[config.mk]
export PLATFORM = sky130hd
export DESIGN_NAME = rgb_to_hsv_pixel_pack
export DESIGN_NICKNAME = d
export VERILOG_FILES = /design/src/sv/rthp_pkg.sv /design/src/sv/rthp_front.sv /design/src/sv/rthp_div.sv /design/src/sv/rgb_to_hsv_pixel_pack.sv
export SDC_FILE = /design/constraint.sdc
export NUM_CORES = 1
export LEC_CHECK = 0
export BUFFER_PORTS_ARGS = -buffer_cell sky130_fd_sc_hd__buf_4
export CORE_ASPECT_RATIO = 1.1
export CORE_MARGIN = 10
export CORE_UTILIZATION = 35
export DETAILED_ROUTE_END_ITERATION = 8
export GPL_TIMING_DRIVEN = 0
export PLACE_DENSITY = 0.56
export RECOVER_POWER = 25
export SLEW_MARGIN = 20
export SYNTH_ARGS = -nofsm -noshare
export SYNTH_HDL_FRONTEND = slang
export SYNTH_HIERARCHICAL = 1
export SYNTH_SLANG_ARGS = --single-unit
[constraint.sdc]
create_clock -name clk -period 8.5 [get_ports clk]
set_input_delay 1.275 -clock clk [delete_from_list [all_inputs] [get_ports clk]]
set_output_delay 1.275 -clock clk [all_outputs]
set_load 0.02 [all_outputs]
[src/sv/rthp_pkg.sv]
`timescale 1ns / 1ps
`default_nettype none

package rthp_pkg;

    localparam int PIX_W  = 8;              // one colour component
    localparam int HN_W   = 11;             // sextant position times d, up to 6 * 255
    localparam int NUM_W  = 20;             // dividend, up to 1530 * 471
    localparam int DEN_W  = 13;             // divisor, up to 20 * 255
    localparam int Q_W    = 8;              // quotient bits, one per divider stage
    localparam int CMP_W  = NUM_W + DEN_W;  // compare width, no overflow on shift
    localparam int LANES  = 2;

    localparam int LANE_SAT = 0;
    localparam int LANE_HUE = 1;

    localparam int HUE_MUL     = 471;       // 60 * 157 / 20
    localparam int HUE_DEN_MUL = 20;

    typedef logic [PIX_W-1:0]             pix_t;
    typedef logic [HN_W-1:0]              hn_t;
    typedef logic [LANES-1:0][NUM_W-1:0]  num_vec_t;
    typedef logic [LANES-1:0][DEN_W-1:0]  den_vec_t;
    typedef logic [LANES-1:0][Q_W-1:0]    quo_vec_t;

    typedef struct packed {
        pix_t     mx;
        num_vec_t num;
        den_vec_t den;
    } div_in_t;

    typedef struct packed {
        pix_t brightness;
        pix_t saturation;
        pix_t hue_code;
    } hsv_t;

endpackage

`default_nettype wire

[src/sv/rthp_front.sv]
`timescale 1ns / 1ps
`default_nettype none

module rthp_front (
    input  wire logic             clk,
    input  wire logic             rst_n,
    input  wire logic             in_valid,
    output logic                  in_ready,
    input  wire rthp_pkg::pix_t   red,
    input  wire rthp_pkg::pix_t   green,
    input  wire rthp_pkg::pix_t   blue,
    output logic                  out_valid,
    input  wire logic             out_ready,
    output rthp_pkg::div_in_t     out_data
);

    import rthp_pkg::*;

    // stage 1: extremes, spread and sextant position
    logic    s1_v_reg;
    pix_t    s1_mx_reg, s1_mx_next;
    pix_t    s1_d_reg,  s1_d_next;
    hn_t     s1_hn_reg, s1_hn_next;

    // stage 2: dividends and divisors
    logic    s2_v_reg;
    div_in_t s2_reg, s2_next;

    logic    en1, en2;

    assign en2      = !s2_v_reg || out_ready;
    assign en1      = !s1_v_reg || en2;
    assign in_ready = en1;

    always_comb
    begin
        pix_t mn;
        hn_t  dx;
        hn_t  six_d;
        hn_t  hn;
        s1_mx_next = (red > green) ? red : green;
        s1_mx_next = (s1_mx_next > blue) ? s1_mx_next : blue;
        mn         = (red < green) ? red : green;
        mn         = (mn < blue) ? mn : blue;
        s1_d_next  = s1_mx_next - mn;
        dx         = HN_W'(s1_d_next);
        six_d      = (dx << 2) + (dx << 1);
        // tie order: red first, then green, then blue
        if (red == s1_mx_next)
        begin
            if (green == mn)
                hn = (dx << 2) + dx + HN_W'(s1_mx_next - blue);
            else
                hn = dx - HN_W'(s1_mx_next - green);
        end
        else if (green == s1_mx_next)
        begin
            if (blue == mn)
                hn = dx + HN_W'(s1_mx_next - red);
            else
                hn = (dx << 1) + dx - HN_W'(s1_mx_next - blue);
        end
        else if (red == mn)
            hn = (dx << 1) + dx + HN_W'(s1_mx_next - green);
        else
            hn = (dx << 2) + dx - HN_W'(s1_mx_next - red);
        // cap at a full turn
        s1_hn_next = (hn > six_d) ? six_d : hn;
    end

    always_comb
    begin
        s2_next.mx            = s1_mx_reg;
        s2_next.num[LANE_SAT] = (NUM_W'(s1_d_reg) << 8) - NUM_W'(s1_d_reg);
        // black pixel: zero over one gives zero
        s2_next.den[LANE_SAT] = (s1_mx_reg == '0) ? DEN_W'(1) : DEN_W'(s1_mx_reg);
        if (s1_d_reg == '0)
        begin
            // grey pixel: hue is zero
            s2_next.num[LANE_HUE] = '0;
            s2_next.den[LANE_HUE] = DEN_W'(1);
        end
        else
        begin
            s2_next.num[LANE_HUE] = NUM_W'(s1_hn_reg) * NUM_W'(HUE_MUL);
            s2_next.den[LANE_HUE] = DEN_W'(s1_d_reg) * DEN_W'(HUE_DEN_MUL);
        end
    end

    always_ff @(posedge clk or negedge rst_n)
    begin
        if (!rst_n)
        begin
            s1_v_reg <= 1'b0;
            s2_v_reg <= 1'b0;
        end
        else
        begin
            if (en1)
                s1_v_reg <= in_valid;
            if (en2)
                s2_v_reg <= s1_v_reg;
        end
    end

    always_ff @(posedge clk)
    begin
        if (en1)
        begin
            s1_mx_reg <= s1_mx_next;
            s1_d_reg  <= s1_d_next;
            s1_hn_reg <= s1_hn_next;
        end
        if (en2)
            s2_reg <= s2_next;
    end

    assign out_valid = s2_v_reg;
    assign out_data  = s2_reg;

endmodule

`default_nettype wire

[src/sv/rthp_div.sv]
`timescale 1ns / 1ps
`default_nettype none

module rthp_div (
    input  wire logic              clk,
    input  wire logic              rst_n,
    input  wire logic              in_valid,
    output logic                   in_ready,
    input  wire rthp_pkg::div_in_t in_data,
    output logic                   out_valid,
    input  wire logic              out_ready,
    output rthp_pkg::hsv_t         out_data
);

    import rthp_pkg::*;

    logic     [Q_W-1:0] v_reg;
    logic     [Q_W-1:0] en;
    quo_vec_t q_reg   [Q_W];
    pix_t     mx_reg  [Q_W];
    num_vec_t rem_reg [Q_W-1];
    den_vec_t den_reg [Q_W-1];

    assign in_ready = en[0];

    for (genvar k = 0; k < Q_W; k++)
    begin : g_stage
        localparam int B = Q_W - 1 - k;

        num_vec_t rem_in;
        den_vec_t den_in;
        quo_vec_t q_in;
        pix_t     mx_in;
        logic     v_in;
        quo_vec_t q_next;
        logic     [CMP_W-1:0] shifted [LANES];
        logic     [LANES-1:0] ge;

        if (k == 0)
        begin : g_first
            assign rem_in = in_data.num;
            assign den_in = in_data.den;
            assign q_in   = '0;
            assign mx_in  = in_data.mx;
            assign v_in   = in_valid;
        end
        else
        begin : g_next
            assign rem_in = rem_reg[k-1];
            assign den_in = den_reg[k-1];
            assign q_in   = q_reg[k-1];
            assign mx_in  = mx_reg[k-1];
            assign v_in   = v_reg[k-1];
        end

        if (k == Q_W - 1)
        begin : g_en_last
            assign en[k] = !v_reg[k] || out_ready;
        end
        else
        begin : g_en_mid
            assign en[k] = !v_reg[k] || en[k+1];
        end

        // one restoring step per lane: try the divisor at this bit weight
        always_comb
        begin
            for (int l = 0; l < LANES; l++)
            begin
                shifted[l] = CMP_W'(den_in[l]) << B;
                ge[l]      = CMP_W'(rem_in[l]) >= shifted[l];
                q_next[l]  = q_in[l] | (Q_W'(ge[l]) << B);
            end
        end

        always_ff @(posedge clk or negedge rst_n)
        begin
            if (!rst_n)
                v_reg[k] <= 1'b0;
            else if (en[k])
                v_reg[k] <= v_in;
        end

        always_ff @(posedge clk)
        begin
            if (en[k])
            begin
                q_reg[k]  <= q_next;
                mx_reg[k] <= mx_in;
            end
        end

        if (k < Q_W - 1)
        begin : g_keep
            num_vec_t rem_next;

            always_comb
            begin
                for (int l = 0; l < LANES; l++)
                    rem_next[l] = ge[l] ? (rem_in[l] - shifted[l][NUM_W-1:0]) : rem_in[l];
            end

            always_ff @(posedge clk)
            begin
                if (en[k])
                begin
                    rem_reg[k] <= rem_next;
                    den_reg[k] <= den_in;
                end
            end
        end
    end

    assign out_valid           = v_reg[Q_W-1];
    assign out_data.hue_code   = q_reg[Q_W-1][LANE_HUE];
    assign out_data.saturation = q_reg[Q_W-1][LANE_SAT];
    assign out_data.brightness = mx_reg[Q_W-1];

endmodule

`default_nettype wire

[src/sv/rgb_to_hsv_pixel_pack.sv]
`timescale 1ns / 1ps
`default_nettype none

// RGB to HSV pixel converter, one pixel per transaction on each side.
// Slave channel s_*: one RGB pixel per transaction. Master channel m_*: the
// same pixel packed as HSV (hue code in the low byte, then saturation, then
// brightness, i.e. the largest component).
// Hue code is floor(degrees * 157 / 400), 0 to 141; grey pixels give hue 0,
// black pixels give saturation 0.
// Pipeline: ten register stages, the first loaded at the edge that takes a
// transaction on the slave side: two front stages (extremes and sextant, then
// dividends and divisors via small constant multiplies) and eight restoring
// divider stages, one quotient bit each, with saturation and hue divided side
// by side in the same stages.
// Throughput: one pixel per cycle, sustained, while m_tready stays high.
// Stall: each stage holds while it is full and the stage after it cannot
// take; empty stages still fill, so s_tready drops only once every stage
// ahead is occupied. Nothing is dropped or repeated.
// Reset: rst_n clears all valid bits asynchronously; the pipeline comes up
// empty and ready.

module rgb_to_hsv_pixel_pack (
    input  wire logic        clk,
    input  wire logic        rst_n,
    input  wire logic        s_tvalid,
    output logic             s_tready,
    input  wire logic [23:0] s_tdata,   // red [7:0], green [15:8], blue [23:16]
    output logic             m_tvalid,
    input  wire logic        m_tready,
    output logic      [23:0] m_tdata    // hue_code [7:0], saturation [15:8], brightness [23:16]
);

    import rthp_pkg::*;

    logic    front_valid;
    logic    front_ready;
    div_in_t front_data;
    hsv_t    result;

    // extremes, sextant position, dividends and divisors
    rthp_front u_front (
        .clk       (clk),
        .rst_n     (rst_n),
        .in_valid  (s_tvalid),
        .in_ready  (s_tready),
        .red       (s_tdata[7:0]),
        .green     (s_tdata[15:8]),
        .blue      (s_tdata[23:16]),
        .out_valid (front_valid),
        .out_ready (front_ready),
        .out_data  (front_data)
    );

    // both quotients, bit by bit; the last stage is the output register
    rthp_div u_div (
        .clk       (clk),
        .rst_n     (rst_n),
        .in_valid  (front_valid),
        .in_ready  (front_ready),
        .in_data   (front_data),
        .out_valid (m_tvalid),
        .out_ready (m_tready),
        .out_data  (result)
    );

    assign m_tdata = result;

endmodule

`default_nettype wire

==> flow_summary_export.csv <==
group,metric,value,unit
status,outcome,"complete, but fails checks",
sta,worst-slew-pin-transition,1.151,ns
global_routing,grt_start_max_net_pins,88,
logic_synthesis,synth_compound_area_share,13.51,%
global_routing,use_met1,15.04,%
logic_synthesis,synth_top_area_share,48.01,%
logic_synthesis,synth-simple-area-share,10.28,%
finish,area.growth.synth_to_final,17.52,%
detailed_routing,wl_per_cell,15.53,µm
finish,multi_input_area,21630,µm²
finish,largest_reg_flops,280,
setup_path,setup.worst_path.start,"s_tdata[14]",
logic_synthesis,avgSynthCellArea,11.36,µm²
global_routing,overflow,0,
floorplan,fp-row-count,135,
global_routing,met2_usage,23.46,%
logic_synthesis,yosys.area_share.adder,14.26,%
finish,final_util,41.30,%
global_routing,grt_pass1_vias,28420,
setup_path,r2r_cells,23,
global_routing,grt_usage,12.79,%
setup_path,crit_top_cell,"ha_4",
setup_path,end_kind,"flip-flop",
finish,num-fill-cells,11603,
floorplan,dieHeight,388.3,µm
cts,cts_tree,"done",
sta,period_needed,9.422,ns
global_routing,globalRouteMet3Util,1.659,%
finish,drive_gt1_share,15.73,%
sta,final.hold.worst_slack,0.4122,ns
sta,worst_slack,-0.9223,ns
cts,clkLatencyLatePin,0.62,ns
logic_synthesis,synth_seq_cells,700,
setup_path,crit_end,"u_front/s1_hn_reg[6]",
global_routing,antenna_found_initial,0,
setup_path,cp.arrival,9.80,ns
finish,layout.nets,4543,
cts,clk_pin_slew,0.06,ns
logic_synthesis,synthFlopType,"edfxtp_1",
sta,rsz0062_at_grt,"yes",
setup_path,path_max_fanout,7,
logic_synthesis,synth.mux.area_fraction,2.986,%
logic_synthesis,synth_top_area_cell,"edfxtp_1",
cts,cts_sinks,700,
detailed_routing,wl,89540,µm
floorplan,design.portCount,54,
global_routing,grt_pass1_wl,146100,µm
setup_path,rrSetupSlack,3.31,ns
worst_hold_path,holdPathStages,0,
sta,slew_violations,0,
detailed_routing,dr.pass1.iters,5,
logic_synthesis,yosysWarnings,6,
logic_synthesis,yosysMostFrequentCell,"edfxtp_1",
floorplan,die_w,354.8,µm
finish,ff_latch_area,20970,µm²
detailed_routing,drt_iter0_drc,1232,
floorplan,core_area,122800,µm²
logic_synthesis,yosysUniqueCellTypes,116,
logic_synthesis,synth-seq-area-share,48.59,%
logic_synthesis,synth_top_family_by_area,"adder cells",
cts,cts_hold_buffers,0,
finish,diodes,0,
setup_path,cp.required,8.87,ns
setup_path,crit_type,"input port to flip-flop",
flow_run,drv_cap,0,
detailed_routing,drc,0,
logic_synthesis,ys_top_cells_by_area,"edfxtp_1 (48%), ha_1 (11%), xnor2_1 (4.1%), inv_1 (3.4%), a21oi_1 (3.0%)",
setup_path,cp_slowest_stage_delay,0.41,ns
logic_synthesis,synth_area,43160,µm²
setup_path,critPathSlowestCell,"or3_4",
global_routing,grt_busiest_layer,"met2",
detailed_routing,vias,28176,
logic_synthesis,async_flop_share,1.429,%
setup_path,start_kind,"input port",
detailed_routing,final_antenna_net_count,0,
sta,setup_viol,11,
logic_synthesis,synthCells,3799,
sta,hold_viol,0,
detailed_routing,drt-vias-per-instance,4.888,
cts,clk_path_buf_depth,3,
setup_path,r2r-end,"u_front/out_data[65]",
placed_design,place_congestion,0.8846,
setup_path,r2r_start,"u_front/s1_hn_reg[3]",
placed_design,port-buffer-count,53,
logic_synthesis,synthTopCellsByCount,"edfxtp_1 (690), ha_1 (395), inv_1 (395)",
status,violations,"setup timing",
floorplan,die-area,137800,µm²
sta,max_freq,106.1,MHz
worst_hold_path,hold_class,"flip-flop to flip-flop",
sta,period_share,110.9,%
logic_synthesis,synth_xor_area_share,6.105,%
sta,max_slew_margin,22.48,%
placed_design,placed_cell_area,46460,µm²
finish,fin_area,50720,µm²
cts,cts_inserted_buffers,76,
floorplan,floorplan.initialDensity,35.15,%
logic_synthesis,synth_edf_count,690,
cts,clockRootBuffer,"clkbuf_16",
cts,h-tree-depth,3,
placed_design,place_hpwl,69450,µm
sta,finalClockSkew,0.02039,ns
[per-stage QoR]
stage	setup TNS [ns]	cells	worst slack [ns]
CTS	-6.943	5753	-0.7038
global placement	-172.27	5502	-2.999
floorplan	-9.864	3805	-1.072
detailed placement	-31.39	5522	-3.031
finish	-9.259	5764	-0.9223
global route	-12.79	5764	-1.252
[routing by layer]
layer	vias to the layer above	part of all wire, %	wire, µm
li1	14419	-	-
met1	13192	43	38330
met2	395	51	45580
met3	170	2.9	2561
met4	0	3.4	3065
met5	-	0	0
[critical path, delay by kind of cell]
kind / cells / cell delay [ns]
fa+ha+maj: 6 / 1.59
mux: 2 / 0.38
simple gates: 15 / 2.22
buf+inv: 9 / 1.07
compound gates: 16 / 2.88
xor+xnor: 2 / 0.28
[cell families after synthesis]
group | count (synthesis)
compound gates | 880
xor+xnor | 297
fa+ha+maj | 456
buf+inv | 471
flops | 700
mux | 114
other cells | 1
simple gates | 880
[repair_timing]
item	CTS	global route
setup endpoints to repair	11	11
setup buffers	94	12
resized for setup	164	23
pin swaps	81	49
cloned	1	0
[how the worst min path moves through the flow]
stage	start	end	slack, ns
2_1_floorplan	u_front/out_data[66]	u_div/mx_reg[0][0]	0.40
3_3_place_gp	u_div/q_reg[1][42]	u_div/q_reg[1][58]	0.40
3_5_place_dp	u_front/out_data[67]	u_div/mx_reg[0][1]	0.40
4_1_cts	u_div/q_reg[1][3]	u_div/q_reg[1][19]	0.41
5_1_grt	u_div/q_reg[0][22]	u_div/q_reg[0][38]	0.41
6_report	u_div/q_reg[1][3]	u_div/q_reg[1][19]	0.41
[final cells by class]
type | count | share of cell area (%)
clock buffer | 94 | 3.925
tap | 1644 | 4.055
inverter | 401 | 3.086
timing repair buffer | 180 | 3.320
clock inverter | 44 | 0.9300
sequential | 700 | 41.34
buffer | 67 | 0.7030
multi-input combinational | 2634 | 42.64
[cells in the final DEF, fill, tap and decap left out, drive strengths merged, types with 19 or more instances in the layout]
| cell type | synthesis | layout |
|---|---|---|
| a31oi | 21 | 21 |
| clkbuf | 40 | 133 |
| fa | 60 | 60 |
| mux2i | 24 | 24 |
| buf | 30 | 208 |
| inv | 400 | 397 |
| o21ai | 207 | 207 |
| nor2b | 59 | 59 |
| xnor2 | 203 | 203 |
| nand3 | 58 | 58 |
| a21o | 105 | 105 |
| mux2 | 90 | 90 |
| nor4 | 28 | 28 |
| nand2b | 61 | 61 |
| a211oi | 35 | 35 |
| o21a | 42 | 42 |
| xor2 | 94 | 94 |
| clkinv | 1 | 35 |
| nor3 | 74 | 74 |
| o211ai | 24 | 24 |
| or2 | 19 | 19 |
| o21bai | 42 | 42 |
| nor2 | 238 | 238 |
| ha | 395 | 395 |
| nand4 | 42 | 42 |
| a21oi | 259 | 259 |
| edfxtp | 690 | 690 |
| nand2 | 197 | 197 |
Power is not shown: default switching activity piles up to over one toggle a cycle in this logic, so the estimate is an artifact.
